File: config.mk
export PLATFORM = sky130hd
export DESIGN_NAME = lcabl_ctrl
export DESIGN_NICKNAME = d
export VERILOG_FILES = /design/src/sv/lca_binary_lifting_defines.svh /design/src/sv/lcabl_pkg.sv /design/src/sv/lcabl_ctrl.sv
export SDC_FILE = /design/constraint.sdc
export NUM_CORES = 1
export LEC_CHECK = 0
export BUFFER_PORTS_ARGS = -buffer_cell sky130_fd_sc_hd__buf_2
export CAP_MARGIN = 20
export CORE_MARGIN = 3
export CORE_UTILIZATION = 50
export DETAILED_ROUTE_END_ITERATION = 7
export PLACE_DENSITY_LB_ADDON = 0.12
export SKIP_LAST_GASP = 1
export SLEW_MARGIN = 10
export SYNTH_ARGS = -nofsm -noshare
export SYNTH_HDL_FRONTEND = slang
export SYNTH_SLANG_ARGS = --single-unit
File: constraint.sdc
create_clock -name clk -period 1.5 [get_ports clk]
set_input_delay 0.15 -clock clk [delete_from_list [all_inputs] [get_ports clk]]
set_output_delay 0.15 -clock clk [all_outputs]
set_load 0.03 [all_outputs]
File: src/sv/lca_binary_lifting_defines.svh
// Assertion helpers for the LCA block; they expect clk and rst_n in scope.
`ifndef LCA_BINARY_LIFTING_DEFINES_SVH
`define LCA_BINARY_LIFTING_DEFINES_SVH

// Same-cycle implication, inactive during reset
`define LCABL_ASSERT_IMP(lbl, ante, cons, msg) \
  lbl: assert property (@(posedge clk) disable iff (!rst_n) (ante) |-> (cons)) else $error(msg);

// Next-cycle implication, inactive during reset
`define LCABL_ASSERT_NXT(lbl, ante, cons, msg) \
  lbl: assert property (@(posedge clk) disable iff (!rst_n) (ante) |=> (cons)) else $error(msg);

`endif

File: src/sv/lcabl_pkg.sv
package lcabl_pkg;

  localparam int NODE_W     = 10;
  localparam int NODE_SLOTS = 1 << NODE_W;
  localparam logic [NODE_W-1:0] DEPTH_MAX = 10'd1023;

  // Input transaction op codes
  localparam logic [1:0] OP_LOAD  = 2'd0;
  localparam logic [1:0] OP_BUILD = 2'd1;
  localparam logic [1:0] OP_QUERY = 2'd2;
  localparam logic [1:0] OP_CLEAR = 2'd3;

  typedef enum logic [4:0] {
    S_CLR, S_IDLE, S_LOAD,
    S_B_INIT, S_ROOT_RD, S_ROOT_CHK,
    S_DEP_INIT, S_DEP, S_DEP_STEP,
    S_FILL_INIT, S_FILL_RD1, S_FILL_RD2, S_FILL_WR,
    S_Q_RDX, S_Q_RDY, S_Q_SWAP, S_L1, S_L1_UP, S_CMP,
    S_L2_RX, S_L2_RY, S_L2_CMP, S_FIN_RD, S_FIN_TAKE, S_RES
  } state_t;

  typedef enum logic [4:0] {
    DP_NOP, DP_TAKE, DP_LOAD, DP_CLR,
    DP_B_INIT, DP_ROOT_RD, DP_ROOT_CHK,
    DP_DEP_INIT, DP_DEP_RD, DP_DEP_STEP, DP_DEP_WR,
    DP_FILL_INIT, DP_FILL_RD1, DP_FILL_RD2, DP_FILL_WR,
    DP_Q_RDX, DP_Q_RDY, DP_Q_SWAP, DP_L1_RD, DP_L1_UP, DP_L1_SKIP,
    DP_CMP_INIT, DP_L2_RX, DP_L2_RY, DP_L2_CMP, DP_FIN_RD, DP_FIN_TAKE, DP_RES
  } dp_op_t;

  typedef struct packed {
    dp_op_t op;
  } dp_cmd_t;

  typedef struct packed {
    logic clr_last;
    logic n_zero;
    logic i_last;
    logic walk_done;
    logic lev_zero;
    logic lev_top;
    logic dif_bit;
    logic xy_eq;
  } dp_sts_t;

endpackage

File: src/sv/lcabl_ctrl.sv
module lcabl_ctrl #(
  parameter int LEVELS = 10
) (
  input  logic                clk,
  input  logic                rst_n,
  input  logic                in_valid,
  input  logic [1:0]          in_op,
  output logic                in_ready,
  output logic                out_valid,
  input  logic                out_ready,
  output lcabl_pkg::dp_cmd_t  cmd,
  input  lcabl_pkg::dp_sts_t  sts
);

  lcabl_pkg::state_t state_r, state_nxt;
  logic out_valid_r, out_valid_nxt;
  logic out_free;

  assign out_free  = !out_valid_r || out_ready;
  assign out_valid = out_valid_r;

  // State and result-valid registers
  always_ff @(posedge clk) begin
    if (!rst_n) begin
      state_r     <= lcabl_pkg::S_CLR;
      out_valid_r <= 1'b0;
    end else begin
      state_r     <= state_nxt;
      out_valid_r <= out_valid_nxt;
    end
  end

  // Next state and datapath command
  always_comb begin
    state_nxt = state_r;
    cmd.op    = lcabl_pkg::DP_NOP;
    in_ready  = 1'b0;
    out_valid_nxt = out_ready ? 1'b0 : out_valid_r;
    case (state_r)
      lcabl_pkg::S_CLR: begin
        cmd.op = lcabl_pkg::DP_CLR;
        if (sts.clr_last) state_nxt = lcabl_pkg::S_IDLE;
      end
      lcabl_pkg::S_IDLE: begin
        in_ready = 1'b1;
        if (in_valid) begin
          cmd.op = lcabl_pkg::DP_TAKE;
          case (in_op)
            lcabl_pkg::OP_LOAD:  state_nxt = lcabl_pkg::S_LOAD;
            lcabl_pkg::OP_BUILD: state_nxt = lcabl_pkg::S_B_INIT;
            lcabl_pkg::OP_QUERY: state_nxt = lcabl_pkg::S_Q_RDX;
            default:             state_nxt = lcabl_pkg::S_CLR;
          endcase
        end
      end
      lcabl_pkg::S_LOAD: begin
        cmd.op = lcabl_pkg::DP_LOAD;
        state_nxt = lcabl_pkg::S_IDLE;
      end
      // Build: root scan
      lcabl_pkg::S_B_INIT: begin
        cmd.op = lcabl_pkg::DP_B_INIT;
        state_nxt = sts.n_zero ? lcabl_pkg::S_IDLE : lcabl_pkg::S_ROOT_RD;
      end
      lcabl_pkg::S_ROOT_RD: begin
        cmd.op = lcabl_pkg::DP_ROOT_RD;
        state_nxt = lcabl_pkg::S_ROOT_CHK;
      end
      lcabl_pkg::S_ROOT_CHK: begin
        cmd.op = lcabl_pkg::DP_ROOT_CHK;
        state_nxt = sts.i_last ? lcabl_pkg::S_DEP_INIT : lcabl_pkg::S_ROOT_RD;
      end
      // Build: depth walks
      lcabl_pkg::S_DEP_INIT: begin
        cmd.op = lcabl_pkg::DP_DEP_INIT;
        state_nxt = lcabl_pkg::S_DEP;
      end
      lcabl_pkg::S_DEP: begin
        if (sts.walk_done) begin
          cmd.op = lcabl_pkg::DP_DEP_WR;
          if (sts.i_last)
            state_nxt = (LEVELS > 1) ? lcabl_pkg::S_FILL_INIT : lcabl_pkg::S_IDLE;
        end else begin
          cmd.op = lcabl_pkg::DP_DEP_RD;
          state_nxt = lcabl_pkg::S_DEP_STEP;
        end
      end
      lcabl_pkg::S_DEP_STEP: begin
        cmd.op = lcabl_pkg::DP_DEP_STEP;
        state_nxt = lcabl_pkg::S_DEP;
      end
      // Build: higher jump levels
      lcabl_pkg::S_FILL_INIT: begin
        cmd.op = lcabl_pkg::DP_FILL_INIT;
        state_nxt = lcabl_pkg::S_FILL_RD1;
      end
      lcabl_pkg::S_FILL_RD1: begin
        cmd.op = lcabl_pkg::DP_FILL_RD1;
        state_nxt = lcabl_pkg::S_FILL_RD2;
      end
      lcabl_pkg::S_FILL_RD2: begin
        cmd.op = lcabl_pkg::DP_FILL_RD2;
        state_nxt = lcabl_pkg::S_FILL_WR;
      end
      lcabl_pkg::S_FILL_WR: begin
        cmd.op = lcabl_pkg::DP_FILL_WR;
        state_nxt = (sts.i_last && sts.lev_top) ? lcabl_pkg::S_IDLE : lcabl_pkg::S_FILL_RD1;
      end
      // Query: depths and equalizing lift
      lcabl_pkg::S_Q_RDX: begin
        cmd.op = lcabl_pkg::DP_Q_RDX;
        state_nxt = lcabl_pkg::S_Q_RDY;
      end
      lcabl_pkg::S_Q_RDY: begin
        cmd.op = lcabl_pkg::DP_Q_RDY;
        state_nxt = lcabl_pkg::S_Q_SWAP;
      end
      lcabl_pkg::S_Q_SWAP: begin
        cmd.op = lcabl_pkg::DP_Q_SWAP;
        state_nxt = lcabl_pkg::S_L1;
      end
      lcabl_pkg::S_L1: begin
        if (sts.dif_bit) begin
          cmd.op = lcabl_pkg::DP_L1_RD;
          state_nxt = lcabl_pkg::S_L1_UP;
        end else begin
          cmd.op = lcabl_pkg::DP_L1_SKIP;
          if (sts.lev_zero) state_nxt = lcabl_pkg::S_CMP;
        end
      end
      lcabl_pkg::S_L1_UP: begin
        cmd.op = lcabl_pkg::DP_L1_UP;
        state_nxt = sts.lev_zero ? lcabl_pkg::S_CMP : lcabl_pkg::S_L1;
      end
      lcabl_pkg::S_CMP: begin
        cmd.op = lcabl_pkg::DP_CMP_INIT;
        state_nxt = sts.xy_eq ? lcabl_pkg::S_RES : lcabl_pkg::S_L2_RX;
      end
      // Query: joint lift
      lcabl_pkg::S_L2_RX: begin
        cmd.op = lcabl_pkg::DP_L2_RX;
        state_nxt = lcabl_pkg::S_L2_RY;
      end
      lcabl_pkg::S_L2_RY: begin
        cmd.op = lcabl_pkg::DP_L2_RY;
        state_nxt = lcabl_pkg::S_L2_CMP;
      end
      lcabl_pkg::S_L2_CMP: begin
        cmd.op = lcabl_pkg::DP_L2_CMP;
        state_nxt = sts.lev_zero ? lcabl_pkg::S_FIN_RD : lcabl_pkg::S_L2_RX;
      end
      lcabl_pkg::S_FIN_RD: begin
        cmd.op = lcabl_pkg::DP_FIN_RD;
        state_nxt = lcabl_pkg::S_FIN_TAKE;
      end
      lcabl_pkg::S_FIN_TAKE: begin
        cmd.op = lcabl_pkg::DP_FIN_TAKE;
        state_nxt = lcabl_pkg::S_RES;
      end
      // Hand result to the output register once it is free
      lcabl_pkg::S_RES: begin
        if (out_free) begin
          cmd.op = lcabl_pkg::DP_RES;
          out_valid_nxt = 1'b1;
          state_nxt = lcabl_pkg::S_IDLE;
        end
      end
      default: state_nxt = lcabl_pkg::S_IDLE;
    endcase
  end

endmodule
==> reports/qor.csv <==
metric,value,unit
layout_commonest_cell,buf_4,
coreArea,1783,um2
power,0.7010,mW
syn_area,982.2,um2
worstHoldStart,rst_n,
synth_nets,158,
syn_avg_cell_area,7.016,um2
critical_path_required,1.35,ns
post-route-period-util,1.249,
hp-class,in -> reg,
fp.dieH,50.32,um
holdPathEnd,state_r[4],
p_leak,0.6460,nW
drt_first_iter_violations,56,
num_vias,1380,
pwr-share-clk,0.230,
nNetsFinal,211,
synth_edf_count,0,
rows,15,
outcome,"finished, violations left",
power_density,465.7,nW/um2
swShare,0.3867,
area_growth,53.25,%
route.detailed.drc,0,
critical_path_class,reg -> out,
routed_wl,3733,um
whs,0.1571,ns
htreeDepth,1,
clk_latency,0.26,ns
rsz0062_at_grt,true,
grt_pass1_vias,1241,
cp_max_fo,11,
critPathLaunchType,flop,
synthCells,140,
synth_seq_area_share,0.1223,
dp_hpwl,2560,um
slew_headroom,0.7302,
grt_overflow,0,
synth_seq_cells,6,
cts_buffers,3,
antenna_found_initial,0,
vias_per_cell,6.389,
r2r_start,state_r[0],
setup_viol_count_final,11,
start_util,0.5509,
r2r_cells,7,
slew_viol_final,0,
finalClockSkew,0.01069,ns
clock_path_buffers,2,
synth_cell_types,47,
power_frac_comb,0.532,
clk_pin_slew,0.05,ns
die_w,50.32,um
hold_depth,2,
ir_drop,412.9,uV
ios,21,
r2r_slack,-0.15,ns
gp_routability_congestion,0.9707,
p_seq_frac,0.238,
grt_first_pass_wirelength,5713,um
end_kind,primary output,
io_buffers,20,
hold_buffers,0,
ys_async_sr_fraction,0,
tightest_slew,0.4047,ns
grt_start_max_net_pins,14,
violations,setup timing,
antenna_left,0,
n_antenna_cell,0,
dieArea,2532,um2
r2r_end,state_r[1],
root_buffer,clkbuf_4,
numPlacedInstances,202,
setup_tns,-2.137,ns
final_cell_mix,"buf_4, buf_2, o21ai_0",
layout-drive-gt1-share,0.5026,
stdcell_count,216,
p_int,0.4299,mW
arrival,1.72,ns
max_freq,533.9,MHz
ys_warn_count,0,
fill_cells,106,
finalHoldViolCount,0,
ys.flop_type,dfxtp_1,
grt_usage,0.2981,
post_dp_cell_area,1276,um2
max-cap-violations,0,
wl_per_cell,17.28,um
cts_tree,yes,
cts_sinks,6,
power_switching,0.2710,mW
fin_area,1505,um2
timing.final.crit_period,1.873,ns
worst_slack,-0.3729,ns
first_pass_iters,4,
## what timing repair did
action / in CTS / in global routing
endpoints found under the setup margin: 9 / 11
gates resized for setup: 25 / 14
buffers inserted: 6 / 5
pin swaps: 7 / 13
endpoints found under the hold margin: 0 / 0
## final cells by class
cell class | count | area (um2) | share of cell area
repair buffers | 59 | 440.4 | 0.2926
clock buffers | 3 | 22.52 | 0.01496
multi-input cells | 114 | 839.6 | 0.5578
inverters | 9 | 33.78 | 0.02244
well taps | 25 | 31.28 | 0.02078
flip-flops and latches | 6 | 137.6 | 0.09144
## synthesized netlist by cell type, drive strengths merged (2+ instances only)
cell type / n / area [um2]
mux2i: 2 / 20.02
dfxtp: 6 / 120.1
o22ai: 3 / 18.77
xnor2: 2 / 17.52
nand3: 4 / 20.02
o211ai: 4 / 30.03
and3: 3 / 18.77
and2: 4 / 25.02
o21ai: 18 / 90.08
nor2b: 4 / 25.02
or2: 2 / 12.52
a211oi: 2 / 15.01
nand2: 11 / 43.80
a21oi: 13 / 65.06
buf: 11 / 78.82
ha: 4 / 50.05
inv: 9 / 33.79
nand4: 4 / 25.02
nor4bb: 2 / 20.02
a31oi: 3 / 18.77
nor2: 7 / 33.78
o21a: 3 / 22.52
o2111ai: 2 / 17.52
## how the worst max path moves through the flow
| stage | cells past startpoint | slack (ns) | end | start |
|---|---|---|---|---|
| floorplan | 6 | -0.08 | cmd[0] | state_r[4] |
| global placement | 6 | -0.15 | state_r[1] | state_r[1] |
| detailed placement | 6 | -0.15 | state_r[1] | state_r[1] |
| CTS | 6 | -0.22 | cmd[1] | state_r[2] |
| global route | 6 | -0.41 | cmd[1] | state_r[3] |
| finish | 6 | -0.37 | cmd[1] | state_r[0] |
## metrics by stage
step / setup slack [ns] / util
after global placement: -0.1491 / 0.7158
final: -0.3729 / 0.8442
after global routing: -0.4124 / 0.8442
after detailed placement: -0.1468 / 0.7158
after CTS: -0.2214 / 0.7902
after floorplan: -0.07524 / -
## cell families (layout without fill, tap and decap cells)
family | Yosys count | after routing | share of synthesized area
AO/OA/AOI/OAI | 55 | 55 | 0.3554
AND/OR/NAND/NOR | 50 | 50 | 0.3096
buffers and inverters | 20 | 71 | 0.1147
flip-flops | 6 | 6 | 0.1223
adder cells (fa/ha/maj) | 4 | 4 | 0.05096
XOR/XNOR | 3 | 3 | 0.02676
multiplexers | 2 | 2 | 0.02038
## sequential cells by signal (all words and copies together) (netlist names)
register / count
out_valid: 1
state_r: 5
## routing by layer
| metal | track usage | vias to the layer above | routed length, um |
|---|---|---|---|
| met5 | 0 | - | 0 |
| met4 | 0.1525 | 0 | 214 |
| met3 | 0.07122 | 26 | 402 |
| met2 | 0.4696 | 107 | 1712 |
| met1 | 0.3748 | 628 | 1403 |
| li1 | - | 619 | - |
## worst max-delay path, cell delays in order (launching register included)
cell,delay (ns)
dfxtp_2,0.35
buf_12,0.14
xor2_2,0.17
o22ai_1,0.11
a222oi_1,0.42
nand2_2,0.11
buf_6,0.15
## power groups by stage
stage | sequential, mW | clock [mW] | combinational [mW]
detailed placement | 0.175 | 0 | 0.278
finish | 0.167 | 0.161 | 0.373
CTS | 0.168 | 0.163 | 0.325
global placement | 0.175 | 0 | 0.273
floorplan | 0.170 | 0 | 0.184
global route | 0.167 | 0.168 | 0.394
No activity file was read; power rests on OpenSTA's default activity.
